## src/rtl/trd_pkg.sv

```systemverilog
// shared types and constants for the trace record deframer
// no dependencies; every other file takes names from here by scope

package trd_pkg;

  localparam int WORD_W      = 32;
  localparam int ID_W        = 28;
  localparam int CNT_W       = 3;
  localparam int TS_W        = 64;
  localparam int NUM_SLOTS   = 7;
  localparam int COUNT_LSB   = 28;
  localparam int TS_FLAG_BIT = 31;

  localparam int QUEUE_DEPTH_DEF = 4;

  localparam int CFG_IDX_W  = 1;
  localparam int CFG_DATA_W = 28;

  localparam logic [CFG_IDX_W-1:0] CFG_FILTER_ENABLE = 1'b0;
  localparam logic [CFG_IDX_W-1:0] CFG_WANTED_ID     = 1'b1;

  typedef enum logic [1:0] {
    K_HEADER,
    K_TS_LOW,
    K_TS_HIGH,
    K_DATA
  } kind_t;

  // one classified word travelling from front to back
  typedef struct packed {
    kind_t             kind;
    logic [CNT_W-1:0]  slot;
    logic              last;
    logic [WORD_W-1:0] word;
  } ent_t;

  typedef struct packed {
    logic            filter_enable;
    logic [ID_W-1:0] wanted_id;
  } cfg_t;

endpackage

```

## src/rtl/trd_ifs.sv

```systemverilog
// valid/ready channel interfaces for trace words in and records out
// depends on trd_pkg

interface trd_in_if;
  logic                      valid;
  logic                      ready;
  logic [trd_pkg::WORD_W-1:0] word;

  modport source (output valid, output word, input ready);
  modport sink   (input valid, input word, output ready);
endinterface

interface trd_out_if;
  logic                       valid;
  logic                       ready;
  logic [trd_pkg::ID_W-1:0]   rec_id;
  logic [trd_pkg::CNT_W-1:0]  data_count;
  logic                       has_timestamp;
  logic [trd_pkg::TS_W-1:0]   timestamp;
  logic [trd_pkg::WORD_W-1:0] data_0;
  logic [trd_pkg::WORD_W-1:0] data_1;
  logic [trd_pkg::WORD_W-1:0] data_2;
  logic [trd_pkg::WORD_W-1:0] data_3;
  logic [trd_pkg::WORD_W-1:0] data_4;
  logic [trd_pkg::WORD_W-1:0] data_5;
  logic [trd_pkg::WORD_W-1:0] data_6;

  modport source (output valid, output rec_id, output data_count, output has_timestamp,
                  output timestamp, output data_0, output data_1, output data_2,
                  output data_3, output data_4, output data_5, output data_6,
                  input ready);
  modport sink   (input valid, input rec_id, input data_count, input has_timestamp,
                  input timestamp, input data_0, input data_1, input data_2,
                  input data_3, input data_4, input data_5, input data_6,
                  output ready);
endinterface

```

## src/rtl/trd_front.sv

```systemverilog
// front end: tracks the record framing and tags each incoming word
// depends on trd_pkg and trd_in_if

module trd_front (
  input  logic             clk,
  input  logic             rst_n,
  trd_in_if.sink           in_chan,
  output logic             push_valid,
  input  logic             push_ready,
  output trd_pkg::ent_t    push_ent
);

  typedef enum logic [1:0] {
    PH_HEADER,
    PH_TS_LOW,
    PH_TS_HIGH,
    PH_DATA
  } phase_t;

  phase_t                      phase_r, phase_nxt;
  logic [trd_pkg::CNT_W-1:0]   words_left_r, words_left_nxt;
  logic [trd_pkg::CNT_W-1:0]   count_r, count_nxt;
  logic                        push;
  logic [trd_pkg::CNT_W-1:0]   hdr_count;
  logic                        hdr_ts;

  assign in_chan.ready = push_ready;
  assign push_valid    = in_chan.valid;
  assign push          = in_chan.valid && push_ready;
  assign hdr_count     = in_chan.word[trd_pkg::COUNT_LSB +: trd_pkg::CNT_W];
  assign hdr_ts        = in_chan.word[trd_pkg::TS_FLAG_BIT];

  always_comb begin
    phase_nxt      = phase_r;
    words_left_nxt = words_left_r;
    count_nxt      = count_r;
    push_ent.word  = in_chan.word;
    push_ent.slot  = '0;
    push_ent.last  = 1'b0;
    push_ent.kind  = trd_pkg::K_HEADER;
    case (phase_r)
      PH_HEADER: begin
        push_ent.kind = trd_pkg::K_HEADER;
        count_nxt     = hdr_count;
        if (hdr_ts) begin
          phase_nxt = PH_TS_LOW;
        end else if (hdr_count != '0) begin
          phase_nxt      = PH_DATA;
          words_left_nxt = hdr_count;
        end else begin
          push_ent.last = 1'b1;
        end
      end
      PH_TS_LOW: begin
        push_ent.kind = trd_pkg::K_TS_LOW;
        phase_nxt     = PH_TS_HIGH;
      end
      PH_TS_HIGH: begin
        push_ent.kind = trd_pkg::K_TS_HIGH;
        if (count_r != '0) begin
          phase_nxt      = PH_DATA;
          words_left_nxt = count_r;
        end else begin
          phase_nxt     = PH_HEADER;
          push_ent.last = 1'b1;
        end
      end
      PH_DATA: begin
        push_ent.kind  = trd_pkg::K_DATA;
        push_ent.slot  = count_r - words_left_r;
        words_left_nxt = words_left_r - 1'b1;
        if (words_left_r == trd_pkg::CNT_W'(1)) begin
          phase_nxt     = PH_HEADER;
          push_ent.last = 1'b1;
        end
      end
      default: begin
        phase_nxt = PH_HEADER;
      end
    endcase
  end

  always_ff @(posedge clk) begin
    if (!rst_n) begin
      phase_r      <= PH_HEADER;
      words_left_r <= '0;
      count_r      <= '0;
    end else if (push) begin
      phase_r      <= phase_nxt;
      words_left_r <= words_left_nxt;
      count_r      <= count_nxt;
    end
  end

  // data phase always has at least one word outstanding
  a_data_left: assert property (@(posedge clk) disable iff (!rst_n)
    phase_r == PH_DATA |-> words_left_r != '0)
    else $error("data phase with no words left");

endmodule

```

## src/rtl/trd_queue.sv

```systemverilog
// short fifo of classified words between front and back end
// depends on trd_pkg

module trd_queue #(
  parameter int DEPTH = trd_pkg::QUEUE_DEPTH_DEF
) (
  input  logic             clk,
  input  logic             rst_n,
  input  logic             push_valid,
  output logic             push_ready,
  input  trd_pkg::ent_t    push_ent,
  output logic             pop_valid,
  input  logic             pop_ready,
  output trd_pkg::ent_t    pop_ent
);

  localparam int AW = (DEPTH > 1) ? $clog2(DEPTH) : 1;
  localparam int CW = $clog2(DEPTH + 1);

  trd_pkg::ent_t   mem_r [DEPTH];
  logic [AW-1:0]   wr_ptr_r, rd_ptr_r;
  logic [CW-1:0]   count_r;
  logic            push, pop;

  assign push_ready = count_r != CW'(DEPTH);
  assign pop_valid  = count_r != '0;
  assign push       = push_valid && push_ready;
  assign pop        = pop_valid && pop_ready;
  assign pop_ent    = mem_r[rd_ptr_r];

  always_ff @(posedge clk) begin
    if (push) begin
      mem_r[wr_ptr_r] <= push_ent;
    end
  end

  always_ff @(posedge clk) begin
    if (!rst_n) begin
      wr_ptr_r <= '0;
      rd_ptr_r <= '0;
      count_r  <= '0;
    end else begin
      if (push) begin
        wr_ptr_r <= (wr_ptr_r == AW'(DEPTH - 1)) ? '0 : wr_ptr_r + 1'b1;
      end
      if (pop) begin
        rd_ptr_r <= (rd_ptr_r == AW'(DEPTH - 1)) ? '0 : rd_ptr_r + 1'b1;
      end
      count_r <= count_r + CW'(push) - CW'(pop);
    end
  end

  a_count_bound: assert property (@(posedge clk) disable iff (!rst_n)
    count_r <= CW'(DEPTH))
    else $error("queue fill above depth");

  a_count_track: assert property (@(posedge clk) disable iff (!rst_n)
    1'b1 |=> count_r == $past(count_r) + CW'($past(push)) - CW'($past(pop)))
    else $error("queue fill out of step with transfers");

endmodule

```

## src/rtl/trd_back.sv

```systemverilog
// back end: assembles records from tagged words, filters and holds the result
// depends on trd_pkg and trd_out_if

module trd_back (
  input  logic             clk,
  input  logic             rst_n,
  input  trd_pkg::cfg_t    cfg,
  input  logic             pop_valid,
  output logic             pop_ready,
  input  trd_pkg::ent_t    pop_ent,
  trd_out_if.source        out_chan
);

  logic [trd_pkg::ID_W-1:0]   id_r, id_nxt;
  logic [trd_pkg::CNT_W-1:0]  cnt_r, cnt_nxt;
  logic                       tsf_r, tsf_nxt;
  logic [trd_pkg::TS_W-1:0]   ts_r, ts_nxt;
  logic [trd_pkg::WORD_W-1:0] data_r [trd_pkg::NUM_SLOTS];
  logic [trd_pkg::WORD_W-1:0] data_nxt [trd_pkg::NUM_SLOTS];

  logic                       out_valid_r, out_valid_nxt;
  logic [trd_pkg::ID_W-1:0]   o_id_r;
  logic [trd_pkg::CNT_W-1:0]  o_cnt_r;
  logic                       o_tsf_r;
  logic [trd_pkg::TS_W-1:0]   o_ts_r;
  logic [trd_pkg::WORD_W-1:0] o_data_r [trd_pkg::NUM_SLOTS];

  logic pop, emit;

  assign pop_ready = !out_valid_r || out_chan.ready;
  assign pop       = pop_valid && pop_ready;

  always_comb begin
    id_nxt   = id_r;
    cnt_nxt  = cnt_r;
    tsf_nxt  = tsf_r;
    ts_nxt   = ts_r;
    data_nxt = data_r;
    if (pop) begin
      case (pop_ent.kind)
        trd_pkg::K_HEADER: begin
          id_nxt  = pop_ent.word[trd_pkg::ID_W-1:0];
          cnt_nxt = pop_ent.word[trd_pkg::COUNT_LSB +: trd_pkg::CNT_W];
          tsf_nxt = pop_ent.word[trd_pkg::TS_FLAG_BIT];
          ts_nxt  = '0;
          for (int k = 0; k < trd_pkg::NUM_SLOTS; k++) begin
            data_nxt[k] = '0;
          end
        end
        trd_pkg::K_TS_LOW: begin
          ts_nxt = {{(trd_pkg::TS_W - trd_pkg::WORD_W){1'b0}}, pop_ent.word};
        end
        trd_pkg::K_TS_HIGH: begin
          ts_nxt[trd_pkg::TS_W-1:trd_pkg::WORD_W] = pop_ent.word;
        end
        trd_pkg::K_DATA: begin
          if (pop_ent.slot < trd_pkg::CNT_W'(trd_pkg::NUM_SLOTS)) begin
            data_nxt[pop_ent.slot] = pop_ent.word;
          end
        end
        default: begin
          id_nxt = id_r;
        end
      endcase
    end
  end

  // filter uses the assembled id of the completing record
  assign emit = pop && pop_ent.last && (!cfg.filter_enable || id_nxt == cfg.wanted_id);

  always_comb begin
    if (emit) begin
      out_valid_nxt = 1'b1;
    end else if (out_chan.ready) begin
      out_valid_nxt = 1'b0;
    end else begin
      out_valid_nxt = out_valid_r;
    end
  end

  always_ff @(posedge clk) begin
    if (!rst_n) begin
      out_valid_r <= 1'b0;
    end else begin
      out_valid_r <= out_valid_nxt;
    end
  end

  always_ff @(posedge clk) begin
    id_r   <= id_nxt;
    cnt_r  <= cnt_nxt;
    tsf_r  <= tsf_nxt;
    ts_r   <= ts_nxt;
    data_r <= data_nxt;
    if (emit) begin
      o_id_r   <= id_nxt;
      o_cnt_r  <= cnt_nxt;
      o_tsf_r  <= tsf_nxt;
      o_ts_r   <= ts_nxt;
      o_data_r <= data_nxt;
    end
  end

  assign out_chan.valid         = out_valid_r;
  assign out_chan.rec_id        = o_id_r;
  assign out_chan.data_count    = o_cnt_r;
  assign out_chan.has_timestamp = o_tsf_r;
  assign out_chan.timestamp     = o_ts_r;
  assign out_chan.data_0        = o_data_r[0];
  assign out_chan.data_1        = o_data_r[1];
  assign out_chan.data_2        = o_data_r[2];
  assign out_chan.data_3        = o_data_r[3];
  assign out_chan.data_4        = o_data_r[4];
  assign out_chan.data_5        = o_data_r[5];
  assign out_chan.data_6        = o_data_r[6];

  a_hdr_clears: assert property (@(posedge clk) disable iff (!rst_n)
    pop && pop_ent.kind == trd_pkg::K_HEADER |=> data_r[0] == '0 && ts_r == '0)
    else $error("header did not clear record store");

  a_emit_source: assert property (@(posedge clk) disable iff (!rst_n)
    $rose(out_valid_r) |-> $past(pop && pop_ent.last))
    else $error("result raised without a completing word");

endmodule

```

## src/rtl/trace_record_deframer.sv

```systemverilog
// top level of the trace record deframer: config registers, front, queue, back
// depends on trd_pkg, trd_ifs, trd_front, trd_queue and trd_back
//
//   channel    dir  handshake            payload
//   in_chan    in   valid/ready          word (32)
//   out_chan   out  valid/ready          rec_id, data_count, has_timestamp,
//                                        timestamp, data_0 .. data_6
//   cfg_*      in   cfg_we, no ready     cfg_index (1), cfg_data (28)
//
// one trace word per cycle is taken while the queue has room; the front end only tags each word, so it
// never stalls on its own, and the back end retires one tagged word per cycle unless the output stalls
// out_chan.valid for a record rises after its last word has passed through the queue
// (the queue entry is written first, then the result register is loaded)
// a stalled output holds the result register; the queue then fills and
// in_chan.ready drops once it is full (QUEUE_DEPTH words of slack)
// rst_n is synchronous and clears framing state, queue pointers, config registers
// and the result valid; the record store is cleared by every header

module trace_record_deframer #(
  parameter int QUEUE_DEPTH = trd_pkg::QUEUE_DEPTH_DEF
) (
  input  logic                              clk,
  input  logic                              rst_n,
  trd_in_if.sink                            in_chan,
  trd_out_if.source                         out_chan,
  input  logic                              cfg_we,
  input  logic [trd_pkg::CFG_IDX_W-1:0]     cfg_index,
  input  logic [trd_pkg::CFG_DATA_W-1:0]    cfg_data
);

  trd_pkg::cfg_t cfg_r;
  trd_pkg::ent_t push_ent, pop_ent;
  logic          push_valid, push_ready;
  logic          pop_valid, pop_ready;

  // configuration writes; the user must do them only while the block is idle, the block does not enforce it
  always_ff @(posedge clk) begin
    if (!rst_n) begin
      cfg_r <= '0;
    end else if (cfg_we) begin
      case (cfg_index)
        trd_pkg::CFG_FILTER_ENABLE: cfg_r.filter_enable <= cfg_data[0];
        trd_pkg::CFG_WANTED_ID:     cfg_r.wanted_id     <= cfg_data[trd_pkg::ID_W-1:0];
        default:                    cfg_r               <= cfg_r;
      endcase
    end
  end

  // front end: framing tracker, tags each word with its role in the record
  trd_front u_front (
    .clk        (clk),
    .rst_n      (rst_n),
    .in_chan    (in_chan),
    .push_valid (push_valid),
    .push_ready (push_ready),
    .push_ent   (push_ent)
  );

  // decoupling queue so front and back stall independently
  trd_queue #(
    .DEPTH (QUEUE_DEPTH)
  ) u_queue (
    .clk        (clk),
    .rst_n      (rst_n),
    .push_valid (push_valid),
    .push_ready (push_ready),
    .push_ent   (push_ent),
    .pop_valid  (pop_valid),
    .pop_ready  (pop_ready),
    .pop_ent    (pop_ent)
  );

  // back end: record assembly, filter and result register
  trd_back u_back (
    .clk       (clk),
    .rst_n     (rst_n),
    .cfg       (cfg_r),
    .pop_valid (pop_valid),
    .pop_ready (pop_ready),
    .pop_ent   (pop_ent),
    .out_chan  (out_chan)
  );

endmodule
```

## src/flat_wrapper.sv

```systemverilog
// flat-port wrapper written by rule: the top's interface ports become plain ports
module trace_record_deframer_flat 
#(
  parameter int QUEUE_DEPTH = trd_pkg::QUEUE_DEPTH_DEF
)
  (clk, rst_n, cfg_we, cfg_index, cfg_data, in_chan_valid, in_chan_word, in_chan_ready, out_chan_valid, out_chan_rec_id, out_chan_data_count, out_chan_has_timestamp, out_chan_timestamp, out_chan_data_0, out_chan_data_1, out_chan_data_2, out_chan_data_3, out_chan_data_4, out_chan_data_5, out_chan_data_6, out_chan_ready);
  trd_in_if in_chan_i ();
  trd_out_if out_chan_i ();
  input  logic clk;
  input  logic rst_n;
  input  logic cfg_we;
  input  logic [trd_pkg::CFG_IDX_W-1:0] cfg_index;
  input  logic [trd_pkg::CFG_DATA_W-1:0] cfg_data;
  input wire logic [$bits(in_chan_i.valid)-1:0] in_chan_valid;
  input wire logic [$bits(in_chan_i.word)-1:0] in_chan_word;
  output wire logic [$bits(in_chan_i.ready)-1:0] in_chan_ready;
  output wire logic [$bits(out_chan_i.valid)-1:0] out_chan_valid;
  output wire logic [$bits(out_chan_i.rec_id)-1:0] out_chan_rec_id;
  output wire logic [$bits(out_chan_i.data_count)-1:0] out_chan_data_count;
  output wire logic [$bits(out_chan_i.has_timestamp)-1:0] out_chan_has_timestamp;
  output wire logic [$bits(out_chan_i.timestamp)-1:0] out_chan_timestamp;
  output wire logic [$bits(out_chan_i.data_0)-1:0] out_chan_data_0;
  output wire logic [$bits(out_chan_i.data_1)-1:0] out_chan_data_1;
  output wire logic [$bits(out_chan_i.data_2)-1:0] out_chan_data_2;
  output wire logic [$bits(out_chan_i.data_3)-1:0] out_chan_data_3;
  output wire logic [$bits(out_chan_i.data_4)-1:0] out_chan_data_4;
  output wire logic [$bits(out_chan_i.data_5)-1:0] out_chan_data_5;
  output wire logic [$bits(out_chan_i.data_6)-1:0] out_chan_data_6;
  input wire logic [$bits(out_chan_i.ready)-1:0] out_chan_ready;
  assign in_chan_i.valid = in_chan_valid;
  assign in_chan_i.word = in_chan_word;
  assign in_chan_ready = in_chan_i.ready;
  assign out_chan_valid = out_chan_i.valid;
  assign out_chan_rec_id = out_chan_i.rec_id;
  assign out_chan_data_count = out_chan_i.data_count;
  assign out_chan_has_timestamp = out_chan_i.has_timestamp;
  assign out_chan_timestamp = out_chan_i.timestamp;
  assign out_chan_data_0 = out_chan_i.data_0;
  assign out_chan_data_1 = out_chan_i.data_1;
  assign out_chan_data_2 = out_chan_i.data_2;
  assign out_chan_data_3 = out_chan_i.data_3;
  assign out_chan_data_4 = out_chan_i.data_4;
  assign out_chan_data_5 = out_chan_i.data_5;
  assign out_chan_data_6 = out_chan_i.data_6;
  assign out_chan_i.ready = out_chan_ready;
  trace_record_deframer #(.QUEUE_DEPTH(QUEUE_DEPTH)) u_core (.clk(clk), .rst_n(rst_n), .in_chan(in_chan_i), .out_chan(out_chan_i), .cfg_we(cfg_we), .cfg_index(cfg_index), .cfg_data(cfg_data));
endmodule
```

## config.mk

```make
export PLATFORM = sky130hd
export DESIGN_NAME = trace_record_deframer_flat
export DESIGN_NICKNAME = d
export VERILOG_FILES = /design/src/rtl/trd_pkg.sv /design/src/rtl/trd_ifs.sv /design/src/rtl/trd_front.sv /design/src/rtl/trd_queue.sv /design/src/rtl/trd_back.sv /design/src/rtl/trace_record_deframer.sv /design/src/flat_wrapper.sv
export SDC_FILE = /design/constraint.sdc
export NUM_CORES = 1
export LEC_CHECK = 0
export BUFFER_PORTS_ARGS = -buffer_cell sky130_fd_sc_hd__clkbuf_2
export CORE_UTILIZATION = 40
export DETAILED_ROUTE_END_ITERATION = 8
export PLACE_DENSITY = 0.68
export SLEW_MARGIN = 20
export SYNTH_ARGS = -nofsm -noshare
export SYNTH_HDL_FRONTEND = slang
export SYNTH_SLANG_ARGS = --single-unit
```

## constraint.sdc

```tcl
create_clock -name clk -period 35.2 [get_ports clk]
set_clock_uncertainty 0.1 [all_clocks]
set_input_delay 10.56 -clock clk [delete_from_list [all_inputs] [get_ports clk]]
set_output_delay 10.56 -clock clk [all_outputs]
set_load 0.02 [all_outputs]
```

==> results.yml <==
status:
  status: "complete, no violations"
setup_path:
  arrival_ns: 16.77
  r2r_slack_ns: 27.23
  cp-end-kind: "flop"
  worst_path_largest_cell_delay_ns: 0.83
  reg2reg_to: "u_core.u_back.out_chan.data_5[18]$_DFFE_PP_"
  r2r_cells: 15
  critPathLaunchType: "input port"
  critPathRequiredTime_ns: 35.35
  criticalPathCategory: "in -> reg"
  slowest_stage: "buf_4"
  crit_family: "buffers and inverters"
  path_buf_inv: 5
  path_cells: "clkbuf_2, nand2b_2, and4_1, or3_1, a22oi_1, and4_1, nand4_1, a21oi_4, buf_6, buf_4, buf_4, buf_6"
  critPathMaxFanout: 84
route:
  drt_first_pass_iters: 7
  drt_first_iter_violations: 1668
  finalWirelength_um: 77300
  ant_nets: 0
  route.detailed.drc: 0
  vias: 18500
  post_drt_wl_per_cell_um: 21.5
  viasPerCell: 5.15
pwr:
  switchingPower_w: 0.00144
  clkPwrFrac_pct: 23.7
  p_seq_share_pct: 42.5
  p_leak_nw: 13.2
  swShare_pct: 38.6
  p_int_w: 0.00230
  pwr_density_cell_nw_per_um2: 108
  ir_worst_vdd_mv: 0.118
  combPwrFrac_pct: 33.8
placed_design:
  portBuffers: 387
  dp_hpwl_um: 49400
  gp_congestion: 0.833
floorplan:
  top_level_ports: 388
  row_count: 98
  core_sq_um: 71600
  start_util_pct: 40.5
  die_area_sq_um: 73700
  die_height_um: 271
  die-width_um: 271
sta:
  rsz0062_at_grt: "false"
  fin_crit_sh_pct: 47.2
  timing.slew.headroom_pct: 26.8
  setup_viol: 0
  finalHoldViolCount: 0
  period_needed_ns: 16.62
  tightestPinTransition_ns: 1.10
  holdWs_ns: 0.344
  drv_slew: 0
  max_freq_ghz: 0.0602
  tns_ns: 0
clock_network:
  cts_tree: "built"
  cts_sinks: 839
  clk_pin_slew_ns: 0.06
  insertion_delay_ns: 0.64
  clockBufferDepth: 3
  h-tree-depth: 3
  ctsRootBufferMaster: "clkbuf_16"
  cts_resized: 0
  post_cts_buffers: 0
  postCtsHoldBufs: 0
  cts_made_buffers: 83
run:
  max_cap_violations: 0
finish:
  fill_cells: 6210
  layout.nets: 2657
  layout-drive-gt1-share_pct: 22.9
  layout_commonest_cell: "edfxtp_1"
  area_delta_synth_final_pct: 19.3
  final_cell_mix: "edfxtp_1, nand2_1, clkbuf_2"
  final_core_util_pct: 48.4
synth:
  yosysSeqAreaShare_pct: 74.1
  synth_area_leaders: "edfxtp_1, dfxtp_1, nand2_1"
  ys_async_sr_fraction_pct: 0
  syn_nets: 2292
  yosysTopAreaCell: "edfxtp_1"
  synth_edf_count: 472
  synth_top_flop_cell: "edfxtp_1"
  synth_cells: 2210
  synth_top_area_share_pct: 48.8
  ys_warn_count: 0
  yosys_register_bits: 839
  synth.avg_cell_area_sq_um: 13.1
  mappedNetlistArea_sq_um: 29000
  synth.distinct_cells: 47
hold_path:
  hold_end: "u_core.u_back.ts_r[53]$_DFF_P_"
  holdCritPathClass: "reg -> reg"
  hold_depth: 2
  min-delay-start: "u_core.u_back.ts_r[53]$_DFF_P_"
global_route:
  overflow: 0
  grt_usage_pct: 20.4
  grt_first_pass_wirelength_um: 112000
  grt_pass1_vias: 18000
  grt_antenna_before_repair: 12
  grt_max_degree: 221
flip-flops by register name (all words and copies together), names as in the netlist, 29 cells and up, named ones only:
signal and cells:
u_core.u_back.out_chan.data_4 32, u_core.u_back.out_chan.data_6 32, u_core.u_back.out_chan.data_1 32, u_core.u_back.ts_r 64, u_core.u_back.out_chan.data_0 32, u_core.u_back.out_chan.data_3 32, u_core.u_back.data_r 224, u_core.u_queue.mem_r 152
u_core.u_back.out_chan.timestamp 64, u_core.u_back.out_chan.data_2 32, u_core.cfg_r 29, u_core.u_back.out_chan.data_5 32
area by class of cell:
| cell class | instances | area, sq um | area share, % |
|---|---|---|---|
| repair buffers | 405 | 2090 | 6.04 |
| clock buffers | 115 | 2340 | 6.76 |
| flip-flops and latches | 839 | 21500 | 62.2 |
| clock inverters | 40 | 434 | 1.25 |
| inverters | 72 | 270 | 0.780 |
| multi-input cells | 1174 | 6770 | 19.5 |
| well taps | 950 | 1190 | 3.43 |
| diodes | 5 | 12.5 | 0.0361 |
per-stage QoR:
stage          total power (W)  worst slack (ns)  area [sq um]  cells
2_1_floorplan          0.00247              6.52         29000   2210
3_3_place_gp           0.00284             17.62         31800   3440
3_5_place_dp           0.00288             17.44         31800   3440
4_1_cts                0.00376             18.08         34600   3595
5_1_grt                0.00391             18.24         34600   3596
6_report               0.00374             18.58         34600   3600
metal layers:
metal | global-route usage [%] | wire length [um] | up-vias
li1 | - | - | 8533
met1 | 26.4 | 31800 | 9127
met2 | 34.0 | 37500 | 744
met3 | 4.29 | 5670 | 134
met4 | 7.44 | 2260 | 8
met5 | 0 | 56 | -
cells in the mapped netlist, types with 36 or more instances:
| master | number |
|---|---|
| edfxtp_1 | 472 |
| nand3_1 | 66 |
| nand2_1 | 399 |
| o21ai_1 | 36 |
| clkbuf_1 | 83 |
| mux4_2 | 38 |
| dfxtp_1 | 367 |
| mux2i_1 | 70 |
| inv_1 | 66 |
| a21oi_1 | 199 |
| nor2_1 | 147 |
power groups by stage:
stage | Combinational, W | Sequential (W) | Clock [W]
5_1_grt | 0.00136 | 0.00161 | 0.000937
2_1_floorplan | 0.000600 | 0.00187 | 0
4_1_cts | 0.00127 | 0.00159 | 0.000898
3_5_place_dp | 0.00127 | 0.00161 | 0
6_report | 0.00127 | 0.00159 | 0.000885
3_3_place_gp | 0.00124 | 0.00160 | 0
worst max path at each step:
stage | start | to | slack (ns) | depth (start not counted)
after detailed placement | out_chan_ready | u_core.u_back.out_chan.data_5[18]$_DFFE_PP_ | 17.44 | 12
after global routing | out_chan_ready | u_core.u_back.out_chan.data_5[19]$_DFFE_PP_ | 18.24 | 12
after global placement | out_chan_ready | u_core.u_back.out_chan.data_5[31]$_DFFE_PP_ | 17.62 | 12
after CTS | out_chan_ready | u_core.u_back.out_chan.data_5[18]$_DFFE_PP_ | 18.08 | 12
after floorplan | out_chan_ready | u_core.u_back.out_chan.data_0[0]$_DFFE_PP_ | 6.52 | 9
final | out_chan_ready | u_core.u_back.out_chan.data_5[18]$_DFFE_PP_ | 18.58 | 12
kinds of logic after synthesis:
kind of cell    synth area share, %
buf+inv                        2.78
simple gates                   11.0
fa+ha+maj                     0.741
xor+xnor                      0.181
flops                          74.1
mux                            5.48
compound gates                 5.71
worst min-delay path, stage by stage, from the launching register on:
cell and delay, ns:
dfxtp_1 0.30, nand2_1 0.04, nand2_1 0.07
No activity file was read; power rests on OpenSTA's default activity.
